==> src/design/lnlw_pkg.sv <==
// ---------------------------------------------------------------------------
// lnlw_pkg
// Shared types, character codes and the byte sequence lookup for the
// 4-bit LCD line writer.
// ---------------------------------------------------------------------------
package lnlw_pkg;

    // Request kinds
    localparam logic [1:0] KIND_INIT = 2'd0;
    localparam logic [1:0] KIND_FREQ = 2'd1;
    localparam logic [1:0] KIND_RES  = 2'd2;

    // ADC scaling
    localparam int unsigned ADC_MAX    = 4095;
    localparam int unsigned FULL_SCALE = 5000;
    localparam int unsigned CODE_W     = 12;
    localparam int unsigned PROD_W     = 25;
    localparam int unsigned QUO_W      = 13;

    // Power-up wake nibbles
    localparam logic [3:0] NIB_WAKE  = 4'h3;
    localparam logic [3:0] NIB_4BIT  = 4'h2;

    // Commands
    localparam logic [7:0] CMD_FUNC_SET = 8'h28;
    localparam logic [7:0] CMD_DISP_ON  = 8'h0C;
    localparam logic [7:0] CMD_ENTRY    = 8'h06;
    localparam logic [7:0] CMD_CLEAR    = 8'h01;
    localparam logic [7:0] CMD_LINE1    = 8'h80;
    localparam logic [7:0] CMD_LINE2    = 8'hC0;

    // Characters
    localparam logic [7:0] CH_F     = 8'h46;
    localparam logic [7:0] CH_R     = 8'h52;
    localparam logic [7:0] CH_COLON = 8'h3A;
    localparam logic [7:0] CH_H     = 8'h48;
    localparam logic [7:0] CH_Z     = 8'h7A;
    localparam logic [7:0] CH_OHM   = 8'hF4;
    localparam logic [3:0] CH_DIGIT_HI = 4'h3;

    // Last strobe index of each sequence
    localparam logic [4:0] LAST_INIT = 5'd11;
    localparam logic [4:0] LAST_FREQ = 5'd17;
    localparam logic [4:0] LAST_RES  = 5'd15;

    // One queued job: kind plus four BCD digits, thousands first
    typedef struct packed {
        logic [1:0]  kind;
        logic [15:0] digits;
    } job_t;

    // One nibble strobe of a sequence
    typedef struct packed {
        logic       rs;
        logic [3:0] nib;
        logic       last;
    } strobe_t;

    // Look up strobe idx of the sequence for a job
    function automatic strobe_t strobe_info(input logic [1:0] kind,
                                            input logic [4:0] idx,
                                            input logic [15:0] digits);
        strobe_t    r;
        logic [7:0] b;
        logic [7:0] dch;
        logic [3:0] bidx;
        logic       rs;
        bidx = idx[4:1];
        // digit character for byte slots 3..6
        case (bidx)
            4'd3:    dch = {CH_DIGIT_HI, digits[15:12]};
            4'd4:    dch = {CH_DIGIT_HI, digits[11:8]};
            4'd5:    dch = {CH_DIGIT_HI, digits[7:4]};
            default: dch = {CH_DIGIT_HI, digits[3:0]};
        endcase
        b      = 8'h00;
        rs     = 1'b1;
        r.last = 1'b1;
        case (kind)
            KIND_INIT:
            begin
                rs     = 1'b0;
                r.last = (idx == LAST_INIT);
                case (bidx)
                    4'd0:    b = {NIB_WAKE, NIB_WAKE};
                    4'd1:    b = {NIB_WAKE, idx[0] ? NIB_4BIT : NIB_WAKE};
                    4'd2:    b = CMD_FUNC_SET;
                    4'd3:    b = CMD_DISP_ON;
                    4'd4:    b = CMD_ENTRY;
                    default: b = CMD_CLEAR;
                endcase
            end
            KIND_FREQ:
            begin
                r.last = (idx == LAST_FREQ);
                case (bidx)
                    4'd0:
                    begin
                        b  = CMD_LINE1;
                        rs = 1'b0;
                    end
                    4'd1:    b = CH_F;
                    4'd2:    b = CH_COLON;
                    4'd7:    b = CH_H;
                    4'd8:    b = CH_Z;
                    default: b = dch;
                endcase
            end
            KIND_RES:
            begin
                r.last = (idx == LAST_RES);
                case (bidx)
                    4'd0:
                    begin
                        b  = CMD_LINE2;
                        rs = 1'b0;
                    end
                    4'd1:    b = CH_R;
                    4'd2:    b = CH_COLON;
                    4'd7:    b = CH_OHM;
                    default: b = dch;
                endcase
            end
            default:
            begin
                b = 8'h00;
            end
        endcase
        // wake strobes in the init sequence are single nibbles (low half)
        if (kind == KIND_INIT && bidx < 4'd2)
            r.nib = b[3:0];
        else
            r.nib = idx[0] ? b[3:0] : b[7:4];
        r.rs = rs;
        return r;
    endfunction

endpackage

==> src/design/lnlw_front.sv <==
// ---------------------------------------------------------------------------
// lnlw_front
// Takes requests, scales the ADC code of a resistance request (multiply,
// then a fold that divides by the full-scale code 2^12 - 1) and converts
// the value to four BCD digits with a 16-step shift-add-3 loop before
// pushing the job into the queue; an init request is queued directly.
// ---------------------------------------------------------------------------
module lnlw_front (
    input  logic              clk,
    input  logic              rst_n,
    input  logic              start,
    input  logic [1:0]        kind,
    input  logic [15:0]       value,
    output logic              busy,
    input  logic              full,
    output logic              push,
    output lnlw_pkg::job_t    job
);
    import lnlw_pkg::*;

    localparam logic [2:0] S_IDLE = 3'd0;
    localparam logic [2:0] S_MUL  = 3'd1;
    localparam logic [2:0] S_DIV  = 3'd2;
    localparam logic [2:0] S_BCD  = 3'd3;
    localparam logic [2:0] S_PUSH = 3'd4;

    localparam int unsigned       SUM_W    = QUO_W + 1;
    localparam logic [PROD_W-1:0] SCALE_K  = PROD_W'(FULL_SCALE);
    localparam logic [15:0]       CODE_SAT = 16'(ADC_MAX);
    localparam logic [SUM_W-1:0]  FOLD_ONE = SUM_W'(ADC_MAX);
    localparam logic [SUM_W-1:0]  FOLD_TWO = SUM_W'(2 * ADC_MAX);

    logic [2:0]        state_reg, state_next;
    logic [1:0]        kind_reg, kind_next;
    logic [PROD_W-1:0] rem_reg, rem_next;
    logic [15:0]       bin_reg, bin_next;
    logic [15:0]       bcd_reg, bcd_next;
    logic [3:0]        cnt_reg, cnt_next;
    logic [QUO_W-1:0]  fold_hi;
    logic [SUM_W-1:0]  fold_sum;
    logic [1:0]        fold_corr;
    logic [QUO_W-1:0]  quo;
    logic [15:0]       bcd_adj;

    // Control state
    always_ff @(posedge clk or negedge rst_n)
    begin
        if (!rst_n)
            state_reg <= S_IDLE;
        else
            state_reg <= state_next;
    end

    // Datapath registers
    always_ff @(posedge clk)
    begin
        kind_reg <= kind_next;
        rem_reg  <= rem_next;
        bin_reg  <= bin_next;
        bcd_reg  <= bcd_next;
        cnt_reg  <= cnt_next;
    end

    // Divide by 4095 = 2^12 - 1: x = hi*4096 + lo = hi*4095 + (hi + lo),
    // so x / 4095 = hi + (hi + lo) / 4095, and hi + lo stays below 3*4095
    assign fold_hi  = rem_reg[PROD_W-1:CODE_W];
    assign fold_sum = {1'b0, fold_hi} + {{(SUM_W-CODE_W){1'b0}}, rem_reg[CODE_W-1:0]};

    always_comb
    begin
        if (fold_sum >= FOLD_TWO)
            fold_corr = 2'd2;
        else if (fold_sum >= FOLD_ONE)
            fold_corr = 2'd1;
        else
            fold_corr = 2'd0;
    end

    assign quo = fold_hi + {{(QUO_W-2){1'b0}}, fold_corr};

    // Add 3 to every digit of 5 or more
    always_comb
    begin
        for (int i = 0; i < 4; i++)
        begin
            if (bcd_reg[4*i +: 4] >= 4'd5)
                bcd_adj[4*i +: 4] = bcd_reg[4*i +: 4] + 4'd3;
            else
                bcd_adj[4*i +: 4] = bcd_reg[4*i +: 4];
        end
    end

    // Sequencer
    always_comb
    begin
        state_next = state_reg;
        kind_next  = kind_reg;
        rem_next   = rem_reg;
        bin_next   = bin_reg;
        bcd_next   = bcd_reg;
        cnt_next   = cnt_reg;
        case (state_reg)
            S_IDLE:
            begin
                if (start)
                begin
                    kind_next = kind;
                    bcd_next  = 16'd0;
                    cnt_next  = 4'd15;
                    case (kind)
                        KIND_INIT:
                        begin
                            state_next = S_PUSH;
                        end
                        KIND_FREQ:
                        begin
                            bin_next   = value;
                            state_next = S_BCD;
                        end
                        KIND_RES:
                        begin
                            bin_next   = (value > CODE_SAT) ? CODE_SAT : value;
                            state_next = S_MUL;
                        end
                        default:
                        begin
                            state_next = S_IDLE;
                        end
                    endcase
                end
            end
            S_MUL:
            begin
                rem_next   = {{(PROD_W-CODE_W){1'b0}}, bin_reg[CODE_W-1:0]} * SCALE_K;
                state_next = S_DIV;
            end
            S_DIV:
            begin
                bin_next   = {{(16-QUO_W){1'b0}}, quo};
                cnt_next   = 4'd15;
                state_next = S_BCD;
            end
            S_BCD:
            begin
                bcd_next = {bcd_adj[14:0], bin_reg[15]};
                bin_next = {bin_reg[14:0], 1'b0};
                cnt_next = cnt_reg - 4'd1;
                if (cnt_reg == 4'd0)
                    state_next = S_PUSH;
            end
            S_PUSH:
            begin
                if (!full)
                    state_next = S_IDLE;
            end
            default:
            begin
                state_next = S_IDLE;
            end
        endcase
    end

    assign busy       = (state_reg != S_IDLE);
    assign push       = (state_reg == S_PUSH) && !full;
    assign job.kind   = kind_reg;
    assign job.digits = bcd_reg;

endmodule

==> src/design/lnlw_queue.sv <==
// ---------------------------------------------------------------------------
// lnlw_queue
// Small show-ahead job queue between the converter and the byte sequencer.
// ---------------------------------------------------------------------------
module lnlw_queue #(
    parameter int DEPTH = 2
) (
    input  logic              clk,
    input  logic              rst_n,
    input  logic              push,
    input  lnlw_pkg::job_t    wr_job,
    output logic              full,
    input  logic              pop,
    output lnlw_pkg::job_t    rd_job,
    output logic              empty
);
    import lnlw_pkg::*;

    localparam int PTR_W = (DEPTH > 1) ? $clog2(DEPTH) : 1;
    localparam int CNT_W = $clog2(DEPTH + 1);

    job_t             slot_reg [DEPTH];
    logic [PTR_W-1:0] wr_ptr_reg, wr_ptr_next;
    logic [PTR_W-1:0] rd_ptr_reg, rd_ptr_next;
    logic [CNT_W-1:0] count_reg, count_next;

    // Pointer and fill count
    always_comb
    begin
        wr_ptr_next = wr_ptr_reg;
        rd_ptr_next = rd_ptr_reg;
        count_next  = count_reg;
        if (push)
            wr_ptr_next = (wr_ptr_reg == PTR_W'(DEPTH - 1)) ? '0 : wr_ptr_reg + 1'b1;
        if (pop)
            rd_ptr_next = (rd_ptr_reg == PTR_W'(DEPTH - 1)) ? '0 : rd_ptr_reg + 1'b1;
        if (push && !pop)
            count_next = count_reg + 1'b1;
        else if (pop && !push)
            count_next = count_reg - 1'b1;
    end

    always_ff @(posedge clk or negedge rst_n)
    begin
        if (!rst_n)
        begin
            wr_ptr_reg <= '0;
            rd_ptr_reg <= '0;
            count_reg  <= '0;
        end
        else
        begin
            wr_ptr_reg <= wr_ptr_next;
            rd_ptr_reg <= rd_ptr_next;
            count_reg  <= count_next;
        end
    end

    // Storage
    always_ff @(posedge clk)
    begin
        if (push)
            slot_reg[wr_ptr_reg] <= wr_job;
    end

    assign rd_job = slot_reg[rd_ptr_reg];
    assign full   = (count_reg == CNT_W'(DEPTH));
    assign empty  = (count_reg == '0);

endmodule

==> src/design/lnlw_back.sv <==
// ---------------------------------------------------------------------------
// lnlw_back
// Walks the strobe sequence of one job, three bytes per nibble, and drives
// the registered byte outputs. The next job is taken on the final byte.
// ---------------------------------------------------------------------------
module lnlw_back (
    input  logic              clk,
    input  logic              rst_n,
    input  logic              empty,
    input  lnlw_pkg::job_t    rd_job,
    output logic              pop,
    output logic              strobe,
    output logic [7:0]        spi_byte,
    output logic              last
);
    import lnlw_pkg::*;

    localparam logic [1:0] PH_LOW  = 2'd0;
    localparam logic [1:0] PH_HIGH = 2'd1;
    localparam logic [1:0] PH_DONE = 2'd2;

    logic       active_reg, active_next;
    job_t       job_reg, job_next;
    logic [4:0] idx_reg, idx_next;
    logic [1:0] phase_reg, phase_next;
    logic       strobe_reg;
    logic [7:0] spi_byte_reg, spi_byte_next;
    logic       last_reg, last_next;
    strobe_t    info;
    logic       job_end;

    assign info    = strobe_info(job_reg.kind, idx_reg, job_reg.digits);
    assign job_end = active_reg && info.last && (phase_reg == PH_DONE);
    assign pop     = !empty && (!active_reg || job_end);

    // Sequence walk
    always_comb
    begin
        active_next = active_reg;
        job_next    = job_reg;
        idx_next    = idx_reg;
        phase_next  = phase_reg;
        if (pop)
        begin
            active_next = 1'b1;
            job_next    = rd_job;
            idx_next    = 5'd0;
            phase_next  = PH_LOW;
        end
        else if (active_reg)
        begin
            if (phase_reg == PH_DONE)
            begin
                phase_next = PH_LOW;
                idx_next   = idx_reg + 5'd1;
                if (info.last)
                    active_next = 1'b0;
            end
            else
            begin
                phase_next = phase_reg + 2'd1;
            end
        end
    end

    // Byte: enable, register select, nibble
    assign spi_byte_next = {phase_reg == PH_HIGH, info.rs, 2'b00, info.nib};
    assign last_next     = job_end;

    always_ff @(posedge clk or negedge rst_n)
    begin
        if (!rst_n)
        begin
            active_reg <= 1'b0;
            strobe_reg <= 1'b0;
            last_reg   <= 1'b0;
            idx_reg    <= 5'd0;
            phase_reg  <= PH_LOW;
        end
        else
        begin
            active_reg <= active_next;
            strobe_reg <= active_reg;
            last_reg   <= last_next;
            idx_reg    <= idx_next;
            phase_reg  <= phase_next;
        end
    end

    always_ff @(posedge clk)
    begin
        job_reg      <= job_next;
        spi_byte_reg <= spi_byte_next;
    end

    assign strobe   = strobe_reg;
    assign spi_byte = spi_byte_reg;
    assign last     = last_reg;

endmodule

==> src/design/lcd_nibble_line_writer.sv <==
// Init requests go straight to the queue; a frequency line first runs the
// BCD loop, and a resistance line is scaled and folded before it.
// Throughput: one byte per cycle while a sequence runs, and across items
// while the queue holds the next job. busy is high while converting and
// stays high while the queue is full; an unused kind leaves busy low.
// Reset: asynchronous, active low; clears the queue and both sequencers.
// ---------------------------------------------------------------------------
// lcd_nibble_line_writer
// Request to byte stream converter for a 4-bit character LCD behind a
// shift register: converter front end, job queue, byte sequencer.
// ---------------------------------------------------------------------------
module lcd_nibble_line_writer #(
    parameter int QUEUE_DEPTH = 2
) (
    input  logic        clk,
    input  logic        rst_n,
    input  logic        start,
    input  logic [1:0]  kind,
    input  logic [15:0] value,
    output logic        busy,
    output logic        strobe,
    output logic [7:0]  spi_byte,
    output logic        last
);
    import lnlw_pkg::*;

    logic push;
    logic full;
    logic pop;
    logic empty;
    job_t wr_job;
    job_t rd_job;

    lnlw_front u_front (
        .clk   (clk),
        .rst_n (rst_n),
        .start (start),
        .kind  (kind),
        .value (value),
        .busy  (busy),
        .full  (full),
        .push  (push),
        .job   (wr_job)
    );

    lnlw_queue #(
        .DEPTH (QUEUE_DEPTH)
    ) u_queue (
        .clk    (clk),
        .rst_n  (rst_n),
        .push   (push),
        .wr_job (wr_job),
        .full   (full),
        .pop    (pop),
        .rd_job (rd_job),
        .empty  (empty)
    );

    lnlw_back u_back (
        .clk      (clk),
        .rst_n    (rst_n),
        .empty    (empty),
        .rd_job   (rd_job),
        .pop      (pop),
        .strobe   (strobe),
        .spi_byte (spi_byte),
        .last     (last)
    );

`ifndef SYNTHESIS
    // last only marks a real byte
    a_last_strobe: assert property (@(posedge clk) disable iff (!rst_n)
        last |-> strobe)
        else $error("last without strobe");

    // bytes of one sequence are contiguous
    a_no_gap: assert property (@(posedge clk) disable iff (!rst_n)
        strobe && !last |=> strobe)
        else $error("gap inside a byte sequence");

    // an enable-high byte follows an enable-low byte
    a_en_pulse: assert property (@(posedge clk) disable iff (!rst_n)
        strobe && spi_byte[7] |-> $past(strobe) && !$past(spi_byte[7]))
        else $error("enable pulse not preceded by setup byte");

    // the queue never takes a job while full
    a_no_overflow: assert property (@(posedge clk) disable iff (!rst_n)
        push |-> !full)
        else $error("push into full queue");
`endif

endmodule

==> config.mk <==
export PLATFORM = sky130hd
export DESIGN_NAME = lcd_nibble_line_writer
export DESIGN_NICKNAME = d
export VERILOG_FILES = /design/src/design/lnlw_pkg.sv /design/src/design/lnlw_front.sv /design/src/design/lnlw_queue.sv /design/src/design/lnlw_back.sv /design/src/design/lcd_nibble_line_writer.sv
export SDC_FILE = /design/constraint.sdc
export NUM_CORES = 1
export LEC_CHECK = 0
export BUFFER_PORTS_ARGS = -buffer_cell sky130_fd_sc_hd__buf_2
export CAP_MARGIN = 5
export CORE_MARGIN = 5
export CORE_UTILIZATION = 34
export CTS_CLUSTER_DIAMETER = 80
export CTS_CLUSTER_SIZE = 14
export DETAILED_ROUTE_END_ITERATION = 8
export PLACE_DENSITY = 0.53
export SYNTH_ARGS = -nofsm -noshare
export SYNTH_HDL_FRONTEND = slang
export SYNTH_HIERARCHICAL = 1
export SYNTH_SLANG_ARGS = --single-unit
==> constraint.sdc <==
create_clock -name clk -period 4.8 [get_ports clk]
set_input_delay 0.96 -clock clk [delete_from_list [all_inputs] [get_ports clk]]
set_output_delay 0.96 -clock clk [all_outputs]
set_load 0.005 [all_outputs]
Yosys cells after proc, flatten, opt, wreduce, memory -nomap -nowiden
Memories as Yosys holds them, arrays and structs flattened. A register that Yosys moved wholly into a read port is not among the register bits.
Cells that the tools add are included.

storage, ports and cells
  register bits after elaboration = 83
  RAM bits = 36
  bits of input ports = 21
  output and inout bits = 11
  word-level logic and storage cells = 141
  memories = 1

memories
  name              words  width  rd ports  clocked after Yosys merged registers in  wr ports  RTL line          text
  u_queue.slot_reg  2      18     1         1                                        1         lnlw_queue.sv:22  job_t slot_reg [DEPTH];

operators by class
  add/subtract/negate cells = 13
  multiply operators = 1
  order comparisons = 8
  eq/ne operators = 25
  multiplexer cells = 46
  reduce and logical (&&, ||, !) cells = 32

operator list
  kind                                                                                    number
  16-bit one-hot mux with 2 select lines                                                  2
  16-bit two-way mux                                                                      3
  16-bit one-hot mux with 3 select lines                                                  1
  8-bit one-hot mux with 5 select lines                                                   1
  8-bit one-hot mux with 4 select lines                                                   1
  6-bit one-hot mux with 5 select lines                                                   1
  4-bit two-way mux                                                                       6
  4-bit one-hot mux with 3 select lines                                                   2
  8-bit one-hot mux with 3 select lines                                                   1
  12-bit by 10-bit multiplier with 22-bit output (second input constant)                  1
  4-bit by 3-bit greater-or-equal comparator with 1-bit output (second input constant)    4
  16-bit by 12-bit greater-than comparator with 1-bit output (second input constant)      1
  5-bit two-way mux                                                                       3
  3-bit one-hot mux with 5 select lines                                                   1
  13-bit by 12-bit adder with 14-bit output                                               1
  14-bit by 12-bit greater-or-equal comparator with 1-bit output (second input constant)  1
  14-bit by 13-bit greater-or-equal comparator with 1-bit output (second input constant)  1
  13-bit by 2-bit adder with 13-bit output                                                1
  4-bit by 2-bit adder with 4-bit output (second input constant)                          3
  4-bit by 3-bit equality test with 1-bit output (second input constant)                  3
  2-bit two-way mux                                                                       6
  3-bit two-way mux                                                                       4
  1-bit two-way mux                                                                       11
  5-bit by 4-bit equality test with 1-bit output (second input constant)                  2
  33 further kinds                                                                        64

Longest topological paths before layout
Gate-level depths: netlist (run 1).

  depth after elaboration = 9
  gate-level depth with buffers = 17
  gate-level depth less buffers = 17

Modules after synthesis
The synthesis (run 1) kept the hierarchy.

modules (own cells, without submodules)
  module      instances  cells each  area an instance (um^2)  sequential area each (um^2)
  lnlw_front  1          557         5579.1                   1876.8
  lnlw_back   1          194         1976.9                   910.9
  lnlw_queue  1          72          1535.2                   1181.1

Worst setup path before layout (run 1)
OpenSTA, ideal clock, no wires.

  path kind = reg2reg
  start = reg u_front.bin_reg[5]
  end = reg u_front.rem_reg[23] (data pin)
  library setup time = 0.263 ns
  arrival = 4.047 ns
  data required time = 4.537 ns
  path slack = 0.490 ns
  stages on the path, launching flop included = 16
  buffers on the path = 0
  period minus slack after synthesis = 4.310 ns
  cell sequence = edfxtp_1 -> fa_1 -> ha_1 -> inv_1 -> fa_1 -> inv_1 -> ha_1 -> inv_1 -> fa_1 -> inv_1 -> ha_1 -> or2_0 -> a2111oi_1 -> a211oi_1 -> a311oi_1 -> xnor2_1

on the way
  cells in the longest elaborated chain, start to end = 1

RTL lines
  element                                         RTL line           text
  start, declared                                 lnlw_front.sv:36   logic [15:0] bin_reg, bin_next;
  start signal, assigned                          lnlw_front.sv:59   bin_reg <= bin_next;
  12-bit by 10-bit multiplier with 22-bit output  lnlw_front.sv:134  rem_next = {{(PROD_W-CODE_W){1'b0}}, bin_reg[CODE_W-1:0]} * SCALE_K;
  end signal, assigned                            lnlw_front.sv:58   rem_reg <= rem_next;
  end, declared                                   lnlw_front.sv:35   logic [PROD_W-1:0] rem_reg, rem_next;

Every way passes these cells.
A chain may end at the register's enable or synchronous reset.

Worst setup path after layout (run 1)
Ends and elaborated chain as after synthesis.

==> results of run 1 <==
[cell families (layout without fill, tap and decap cells)]
family | after synthesis | after routing | share of synthesized area
AND/OR/NAND/NOR | 202 | 202 | 0.119
AO/OA/AOI/OAI | 184 | 184 | 0.136
flip-flops | 137 | 137 | 0.437
buffers and inverters | 120 | 166 | 0.0593
adder cells (fa/ha/maj) | 112 | 112 | 0.175
XOR/XNOR | 45 | 45 | 0.0442
multiplexers | 22 | 22 | 0.0304
other | 1 | 2 | 0.000412
[worst paths after layout]
| kind | cells past startpoint | end | slack, ns |
|---|---|---|---|
| worst max-delay path | 15 | u_front/rem_reg[23]$_DFFE_PP_ | 0.31 |
| worst min-delay path | 0 | u_queue/slot_reg[1][16]$_DFFE_PP_ | 0.45 |
| worst max register to register | 15 | u_front/rem_reg[23]$_DFFE_PP_ | 0.31 |
| worst min register to register | 0 | u_queue/slot_reg[1][16]$_DFFE_PP_ | 0.45 |
| max in group asynchronous | 1 | u_queue/wr_ptr_reg$_DFFE_PN0P_ | 4.04 |
| min in group asynchronous | 1 | u_back/phase_reg[1]$_DFFE_PN0P_ | 0.47 |
[metal layers]
layer / GRT usage / vias to the layer above / routed length [um]
li1: - / 3030 / -
met1: 0.185 / 2882 / 9360
met2: 0.199 / 120 / 8470
met3: 0.0340 / 21 / 887
met4: 0.0392 / 0 / 270
met5: 0 / - / 0
[critical path: cells and delay by family, from the launching register on]
kind | cells | cell delay (ns)
xor gates and xnor gates | 1 | 0.09
DFF | 1 | 0.53
AOI/OAI and AO/OA | 3 | 0.92
adders and majority gates | 6 | 2.24
and+or+nand+nor | 1 | 0.24
buffers and inverters | 4 | 0.20
[cell usage after synthesis, types with 11 or more instances]
library cell,instances
edfxtp_1,114
inv_1,89
ha_1,87
a21oi_1,50
nor2_1,46
nand2_1,45
o21ai_0,35
xnor2_1,26
fa_1,25
xor2_1,18
dfrtp_1,17
nand3_1,15
nor3_1,15
clkbuf_1,13
nand2b_1,13
nor2b_1,11
[through the flow]
stage          cell area [um^2]  hold WS (ns)  setup slack [ns]  instances
2_1_floorplan              9090         0.421             0.490        824
3_3_place_gp               9560         0.432             0.318       1171
3_5_place_dp               9560         0.439             0.188       1171
4_1_cts                   10100         0.454             0.170       1203
5_1_grt                   10200         0.474            0.0145       1205
6_report                  10200         0.454             0.314       1205
[layout by cell type (no fill, tap or decap), drive strengths merged, types with 9 or more instances in the layout]
cell type | synthesis | layout
a21oi | 55 | 55
xor2 | 19 | 19
a21o | 9 | 9
fa | 25 | 25
nand2 | 46 | 46
a211oi | 9 | 9
xnor2 | 26 | 26
dfrtp | 17 | 17
inv | 91 | 99
edfxtp | 114 | 114
ha | 87 | 87
nor2b | 12 | 12
nor2 | 49 | 49
o21a | 9 | 9
buf | 16 | 43
nor3 | 16 | 16
nand3b | 9 | 9
o21ai | 37 | 37
mux2 | 18 | 18
clkbuf | 13 | 18
nand2b | 13 | 13
nand3 | 15 | 15
[cell type report]
cell class | instances | area (um^2) | share of cell area
clock inverters | 14 | 158 | 0.0155
clock buffers | 18 | 429 | 0.0422
repair buffers | 43 | 250 | 0.0246
multi-input cells | 567 | 4600 | 0.453
flip-flops and latches | 137 | 3970 | 0.390
inverters | 91 | 342 | 0.0336
well taps | 335 | 419 | 0.0412
[what timing repair did]
| action | in CTS | in global routing |
|---|---|---|
| setup buffers | 0 | 2 |
| setup endpoints to repair | 0 | 1 |
| endpoints found under the hold margin | 0 | 0 |
| resized for setup | 0 | 2 |
==> results.yml, run 1 <==
yosys:
  yosysTopAreaCell: "edfxtp_1"
  synth_cells: 823
  yosys_most_used_dff: "edfxtp_1"
  ys_ff_latch: 137
  avgSynthCellArea_um2: 11.0
  synth.yosys.warnings: 6
  synth-edff-count: 114
  syn_area_um2: 9090
  synthTopCellsByArea: "edfxtp_1, ha_1, fa_1"
  synth_cell_types: 87
  async_flop_share: 0.124
  yosys.area.top_type_share: 0.377
  ys_seq_area_frac: 0.437
cts:
  htreeDepth: 4
  cts_num_sinks: 137
  clockBufferDepth: 2
  clock_latency_ns: 0.42
  cts_hold_buf: 0
  tritoncts: "yes"
  clk_pin_slew_ns: 0.07
  cts_made_buffers: 17
  root_buffer: "clkbuf_16"
route:
  ant_nets: 0
  drt_iter0_markers: 375
  drtPass1Iterations: 5
  vias: 6053
  avgRoutedWirePerCell_um: 15.8
  wl_um: 19000
  via_per_inst: 5.02
  drc: 0
min_path:
  min_from: "u_front/kind_reg[0]$_DFFE_PP_"
  hp-class: "reg2reg"
setup_path:
  cpPeakStageDelay_ns: 0.53
  cp.required_ns: 4.97
  worst_path_most_repeated_cell: "inv_1"
  start_kind: "flip-flop"
  rr_startpoint: "u_front/bin_reg[5]$_DFFE_PP_"
  crit_start: "u_front/bin_reg[5]$_DFFE_PP_"
  slowest_stage: "edfxtp_1"
  cp_max_fo: 6
  cp_cell_sequence: "fa_1 -> ha_1 -> inv_1 -> fa_1 -> inv_1 -> ha_1 -> inv_1 -> fa_1 -> inv_1 -> ha_1 -> or2_0 -> a2111oi_2 -> a211oi_2 -> a311oi_1 -> xnor2_1"
  arrival_ns: 4.66
  critPathKind: "reg2reg"
  cp-end-kind: "flip-flop"
finish:
  largest_reg_flops: 36
  syn2layout_area_growth_pct: 11.8
  layout-drive-gt1-share: 0.139
  n_antenna_cell: 0
  fillers: 2477
  fin_nets: 990
  fin_util: 0.388
timing:
  max_freq_mhz: 223
  fin_crit_sh: 0.935
  period_needed_ns: 4.49
  fin_skew_ns: 0.0123
  drv_slew: 0
  hold_viol: 0
  rsz0062_at_grt: "no"
  worst_pin_slew_ns: 1.01
  slew_headroom: 0.328
  tns_ns: 0
  setup_violations: 0
placed_design:
  gp_congestion: 0.810
  numPortBuffers: 29
  hpwlAfterDp_um: 14100
floorplanning:
  dieArea_um2: 30100
  rows: 59
  die_h_um: 174
  die_w_um: 174
  core_area_um2: 26200
  start_util: 0.347
  io_pins: 32
global_route:
  track_usage: 0.131
  grt_pass1_wl_um: 31900
  grt_max_degree: 26
  antenna_found_initial: 0
  grt_pass1_vias: 6054
  overflow: 0
job:
  maxCapViolCount: 0
status:
  outcome: "finished, final reports clean"
Power of run 1 is left out: the tool's default activity adds up to more than one toggle a clock period on the data nets, which glitch-free logic cannot reach.
==> inputs of run 2 (changes only) <==
--- a/config.mk
+++ b/config.mk
@@ -12,7 +12,9 @@
 export CTS_CLUSTER_DIAMETER = 80
 export CTS_CLUSTER_SIZE = 14
 export DETAILED_ROUTE_END_ITERATION = 8
+export MAX_ROUTING_LAYER = met4
 export PLACE_DENSITY = 0.53
+export RECOVER_POWER = 100
 export SYNTH_ARGS = -nofsm -noshare
 export SYNTH_HDL_FRONTEND = slang
 export SYNTH_HIERARCHICAL = 1
==> run 2 against run 1 <==
  * Critical path depth stayed put
  * Sequential share of layout area is 0.31 points higher
  * Maximum frequency is 0.27% higher
==> results.yml, run 2 (synthesis results as in run 1) <==
status:
  outcome: "finished, final reports clean"
setup_path:
  cp-end-kind: "flip-flop"
  r2r_setup_slack_ns: 0.33
  cp_max_fo: 6
  start_kind: "flip-flop"
  cp.required_ns: 4.97
  arrival_ns: 4.64
  slowest_stage: "edfxtp_1"
  cp_num_cells: 15
  cp_num_buf_inv: 4
  critPathKind: "reg2reg"
  cp_cell_sequence: "fa_1 -> ha_1 -> inv_1 -> fa_1 -> inv_1 -> ha_1 -> inv_1 -> fa_1 -> inv_1 -> ha_1 -> or2_0 -> a2111oi_2 -> a211oi_1 -> a311oi_1 -> xnor2_1"
  reg2reg_to: "u_front/rem_reg[23]$_DFFE_PP_"
  reg2reg_depth: 15
  cpLargestDelayFamily: "adder cells"
  cpPeakStageDelay_ns: 0.54
  worst_path_most_repeated_cell: "inv_1"
  rr_startpoint: "u_front/bin_reg[5]$_DFFE_PP_"
global_route:
  antenna_found_initial: 0
  grt_pass1_wl_um: 31900
  grt_max_degree: 26
  overflow: 0
  grt_pass1_vias: 6047
  track_usage: 0.135
floorplanning:
  rows: 59
  die_h_um: 174
  dieArea_um2: 30100
  io_pins: 32
  die_w_um: 174
  core_area_um2: 26200
  start_util: 0.347
route:
  vias: 6060
  drt_iter0_markers: 357
  via_per_inst: 5.03
  wl_um: 19000
  avgRoutedWirePerCell_um: 15.8
  ant_nets: 0
  drc: 0
  drtPass1Iterations: 5
finish:
  layout_common_cells: "edfxtp_1, inv_1, ha_1"
  n_antenna_cell: 0
  seq_area_um2: 3970
  syn2layout_area_growth_pct: 11.0
  final_common_cell: "edfxtp_1"
  fillers: 2488
  fin_cells: 1205
  fin_nets: 990
  layout-drive-gt1-share: 0.107
  multi_input_area_um2: 4550
  largest_reg_flops: 36
cts:
  cts_hold_buf: 0
  cts_num_sinks: 137
  root_buffer: "clkbuf_16"
  clockBufferDepth: 2
  htreeDepth: 4
  tritoncts: "yes"
  cts_made_buffers: 17
  clock_latency_ns: 0.42
  clk_pin_slew_ns: 0.07
timing:
  max_freq_mhz: 223
  tns_ns: 0
  hold_ws_ns: 0.454
  period_needed_ns: 4.47
  fin_skew_ns: 0.0104
  rsz0062_at_grt: "no"
  slew_headroom: 0.0933
  worst_slack_ns: 0.326
  setup_violations: 0
  hold_viol: 0
  worst_pin_slew_ns: 1.36
  drv_slew: 0
  fin_crit_sh: 0.932
min_path:
  hp-class: "reg2reg"
  min_from: "u_front/kind_reg[0]$_DFFE_PP_"
  holdPathEnd: "u_queue/slot_reg[1][16]$_DFFE_PP_"
  holdPathStages: 0
placed_design:
  numPortBuffers: 29
  gp_congestion: 0.822
  hpwlAfterDp_um: 14100
  dp.cells: 1171
  dp_slack_ns: 0.188
job:
  maxCapViolCount: 0
## run 2: cell types whose count changed in the layout (fill, tap and decap cells not counted), sizes merged
cell	change
buf	-14
clkbuf	+14
## run 2: how the worst max path moves through the flow
stage                                          endpoint                          from  slack [ns]
final                     u_front/rem_reg[23]$_DFFE_PP_  u_front/bin_reg[5]$_DFFE_PP_        0.33
after detailed placement  u_front/rem_reg[23]$_DFFE_PP_  u_front/bin_reg[6]$_DFFE_PP_        0.19
after CTS                 u_front/rem_reg[23]$_DFFE_PP_  u_front/bin_reg[6]$_DFFE_PP_        0.17
after floorplan           u_front/rem_reg[23]$_DFFE_PP_  u_front/bin_reg[5]$_DFFE_PP_        0.49
after global placement    u_front/rem_reg[23]$_DFFE_PP_  u_front/bin_reg[6]$_DFFE_PP_        0.32
after global routing      u_front/rem_reg[23]$_DFFE_PP_  u_front/bin_reg[5]$_DFFE_PP_        0.01
## run 2: final cells by class
type,instances,area share
multi-input combinational,567,0.451
sequential,137,0.393
clock buffer,18,0.0425
tap,335,0.0415
inverter,91,0.0339
timing repair buffer,43,0.0216
clock inverter,14,0.0156
## run 2: repair_timing
action	CTS	global route
gates resized for setup	0	2
setup buffers	0	2
endpoints found under the setup margin	0	1
## run 2: stage by stage
stage / utilization / area (um^2)
global route: 0.385 / 10100
global placement: 0.365 / 9560
floorplan: - / 9090
detailed placement: 0.365 / 9560
finish: 0.385 / 10100
CTS: 0.387 / 10100
## run 2: layer usage
| layer | share of wire | track usage | vias to the layer above |
|---|---|---|---|
| li1 | - | - | 3028 |
| met1 | 0.49 | 0.186 | 2882 |
| met2 | 0.44 | 0.199 | 126 |
| met3 | 0.049 | 0.0323 | 24 |
| met4 | 0.015 | 0.0402 | 0 |
| met5 | 0 | - | - |
Power of run 2 is left out for the same reason.
==> inputs of run 3 (changes only) <==
--- a/config.mk
+++ b/config.mk
@@ -17,5 +17,4 @@
 export RECOVER_POWER = 100
 export SYNTH_ARGS = -nofsm -noshare
 export SYNTH_HDL_FRONTEND = slang
-export SYNTH_HIERARCHICAL = 1
 export SYNTH_SLANG_ARGS = --single-unit
==> constraint.sdc (replaced) <==
create_clock -name clk -period 4.8 [get_ports clk]
set_input_delay 0.96 -clock clk [delete_from_list [all_inputs] [get_ports clk]]
set_output_delay 0.96 -clock clk [all_outputs]
set_load 0.05 [all_outputs]
==> run 3 against run 2 <==
  * Register-to-register slack worse by 0.03 ns
  * Maximum frequency is 0.60% lower
  * Largest cell class unchanged
  * Critical endpoint is now u_front.rem_reg[20]$_DFFE_PP_
  * Setup slack worse by 0.027 ns
  * Sequential share of layout area is 1.3 points higher
  * Die area is 4.7% lower
  * Via count is 6.0% lower
  * Utilization is 0.38 points higher
  * First-iteration DRC count is 8.4% lower
  * Critical path type unchanged
  * Hold slack worse by 0.0085 ns
  * Clock skew is 0.0011 ns higher
  * Cell count is 3.8% lower
==> results.yml, run 3 <==
status:
  outcome: "finished, final reports clean"
setup_path:
  cp_max_fo: 5
  cp-end-kind: "flip-flop"
  critPathKind: "reg2reg"
  cp_num_buf_inv: 5
  cp_cell_sequence: "buf_4 -> fa_1 -> ha_1 -> inv_1 -> fa_1 -> inv_1 -> ha_1 -> inv_1 -> fa_1 -> inv_1 -> ha_1 -> and3_1 -> a221oi_1 -> a21oi_1 -> a41o_1 -> a21oi_1 -> xnor2_1"
  arrival_ns: 4.67
  cpLargestDelayFamily: "adder cells"
  cp.required_ns: 4.97
  start_kind: "flip-flop"
  slowest_stage: "fa_1"
  cpPeakStageDelay_ns: 0.51
  worst_path_most_repeated_cell: "inv_1"
floorplanning:
  rows: 58
  core_area_um2: 25100
  io_pins: 32
  start_util: 0.344
  die_h_um: 169
  dieArea_um2: 28700
  die_w_um: 169
yosys:
  synth.most_common_cell: "edfxtp_1"
  yosys_most_used_dff: "edfxtp_1"
  synth-edff-count: 114
  ys_ff_latch: 137
  async_flop_share: 0.124
  synthTopCellsByArea: "edfxtp_1, ha_1, fa_1"
  ys_seq_area_frac: 0.459
  yosysTopAreaCell: "edfxtp_1"
  synth_cell_types: 65
  yosys.area.top_type_share: 0.396
  synth_cells: 778
  synth_common_cells: "edfxtp_1, ha_1, inv_1"
  syn_area_um2: 8640
  synth.yosys.warnings: 0
  avgSynthCellArea_um2: 11.1
global_route:
  antenna_found_initial: 0
  track_usage: 0.134
  grt_max_degree: 28
  grt_util_met1: 0.184
  use_met2: 0.205
  overflow: 0
  top_usage_layer: "met2"
  grt_pass1_wl_um: 29500
  grt_pass1_vias: 5680
  use_met3: 0.0233
cts:
  cts_hold_buf: 0
  cts_num_sinks: 137
  root_buffer: "clkbuf_16"
  clockBufferDepth: 2
  tritoncts: "yes"
  cts_made_buffers: 17
  clk_pin_slew_ns: 0.06
  htreeDepth: 4
  cts_resized: 0
  clock_latency_ns: 0.42
route:
  drc: 0
  vias: 5698
  wl_um: 17800
  ant_nets: 0
  avgRoutedWirePerCell_um: 15.4
  via_per_inst: 4.92
  drtPass1Iterations: 4
  drt_iter0_markers: 327
finish:
  final_common_cell: "edfxtp_1"
  multi_input_area_um2: 4250
  syn2layout_area_growth_pct: 13.0
  largest_reg_flops: 36
  layout-drive-gt1-share: 0.104
  seq_area_um2: 3970
  n_antenna_cell: 0
  layout_common_cells: "edfxtp_1, ha_1, inv_1"
  fillers: 2498
  fin_nets: 950
job:
  maxCapViolCount: 0
timing:
  tns_ns: 0
  fin_crit_sh: 0.938
  drv_slew: 0
  rsz0062_at_grt: "no"
  fin_skew_ns: 0.0116
  worst_pin_slew_ns: 1.35
  setup_violations: 0
  hold_viol: 0
  max_freq_mhz: 222
  slew_headroom: 0.0996
  period_needed_ns: 4.50
placed_design:
  numPortBuffers: 29
  gp_congestion: 0.841
  hpwlAfterDp_um: 13100
min_path:
  hp-class: "reg2reg"
[run 3: changes by cell type after synthesis, sizes merged, moves of 4 or more]
cell    delta
a211oi     -4
a21oi     -13
a31oi      +6
buf       -12
clkbuf    +10
inv        -8
mux2       +4
nand2      +8
nand3b     -7
o21a       -6
o22a       +4
[run 3: layout make-up]
class | count | share of cell area
Clock inverter | 12 | 0.0154
Multi-Input combinational cell | 532 | 0.435
Clock buffer | 19 | 0.0444
Inverter | 83 | 0.0319
Timing Repair Buffer | 46 | 0.0245
Sequential cell | 137 | 0.407
Tap cell | 330 | 0.0423
[run 3: logic make-up after synthesis]
kind of cell             count (synthesis)  share of synthesized area
multiplexers                            23                     0.0298
adder cells (fa/ha/maj)                112                      0.184
other                                    1                   0.000434
AND/OR/NAND/NOR                        189                      0.108
flip-flops                             137                      0.459
buffers and inverters                  110                     0.0488
AO/OA/AOI/OAI                          158                      0.121
XOR/XNOR                                48                     0.0487
[run 3: repair_timing]
| action | CTS | global route |
|---|---|---|
| buffers inserted | 0 | 2 |
| hold endpoints to repair | 0 | 0 |
| endpoints found under the setup margin | 0 | 2 |
[run 3: final timing paths]
path	start	to	slack, ns	cells after the start
setup / recovery	u_front.bin_reg[4]$_DFFE_PP_	u_front.rem_reg[20]$_DFFE_PP_	0.30	17
hold / removal	u_front.kind_reg[0]$_DFFE_PP_	u_queue.slot_reg[1][16]$_DFFE_PP_	0.45	0
setup reg to reg	u_front.bin_reg[4]$_DFFE_PP_	u_front.rem_reg[20]$_DFFE_PP_	0.30	17
hold reg to reg	u_front.kind_reg[0]$_DFFE_PP_	u_queue.slot_reg[1][16]$_DFFE_PP_	0.45	0
max in group asynchronous	rst_n	u_front.state_reg[0]$_DFFE_PN0P_	3.58	1
min in group asynchronous	rst_n	u_back.last$_DFF_PN0_	0.66	1
[run 3: per-layer routing]
metal  routed length [um]  part of all wire
met1                 8870              0.50
met2                 8240              0.46
met3                  476             0.027
met4                  218             0.012
met5                    0                 0
[run 3: metrics by stage]
step / cells / hold slack [ns] / area, um^2 / worst slack (ns) / utilization
after floorplan: 779 / 0.421 / 8640 / 0.281 / -
after global placement: 1126 / 0.430 / 9210 / 0.260 / 0.367
after detailed placement: 1126 / 0.430 / 9210 / 0.213 / 0.367
after CTS: 1157 / 0.442 / 9790 / 0.196 / 0.390
after global routing: 1159 / 0.478 / 9760 / 0.00567 / 0.389
final: 1159 / 0.446 / 9760 / 0.299 / 0.389
Power of run 3 is left out for the same reason.
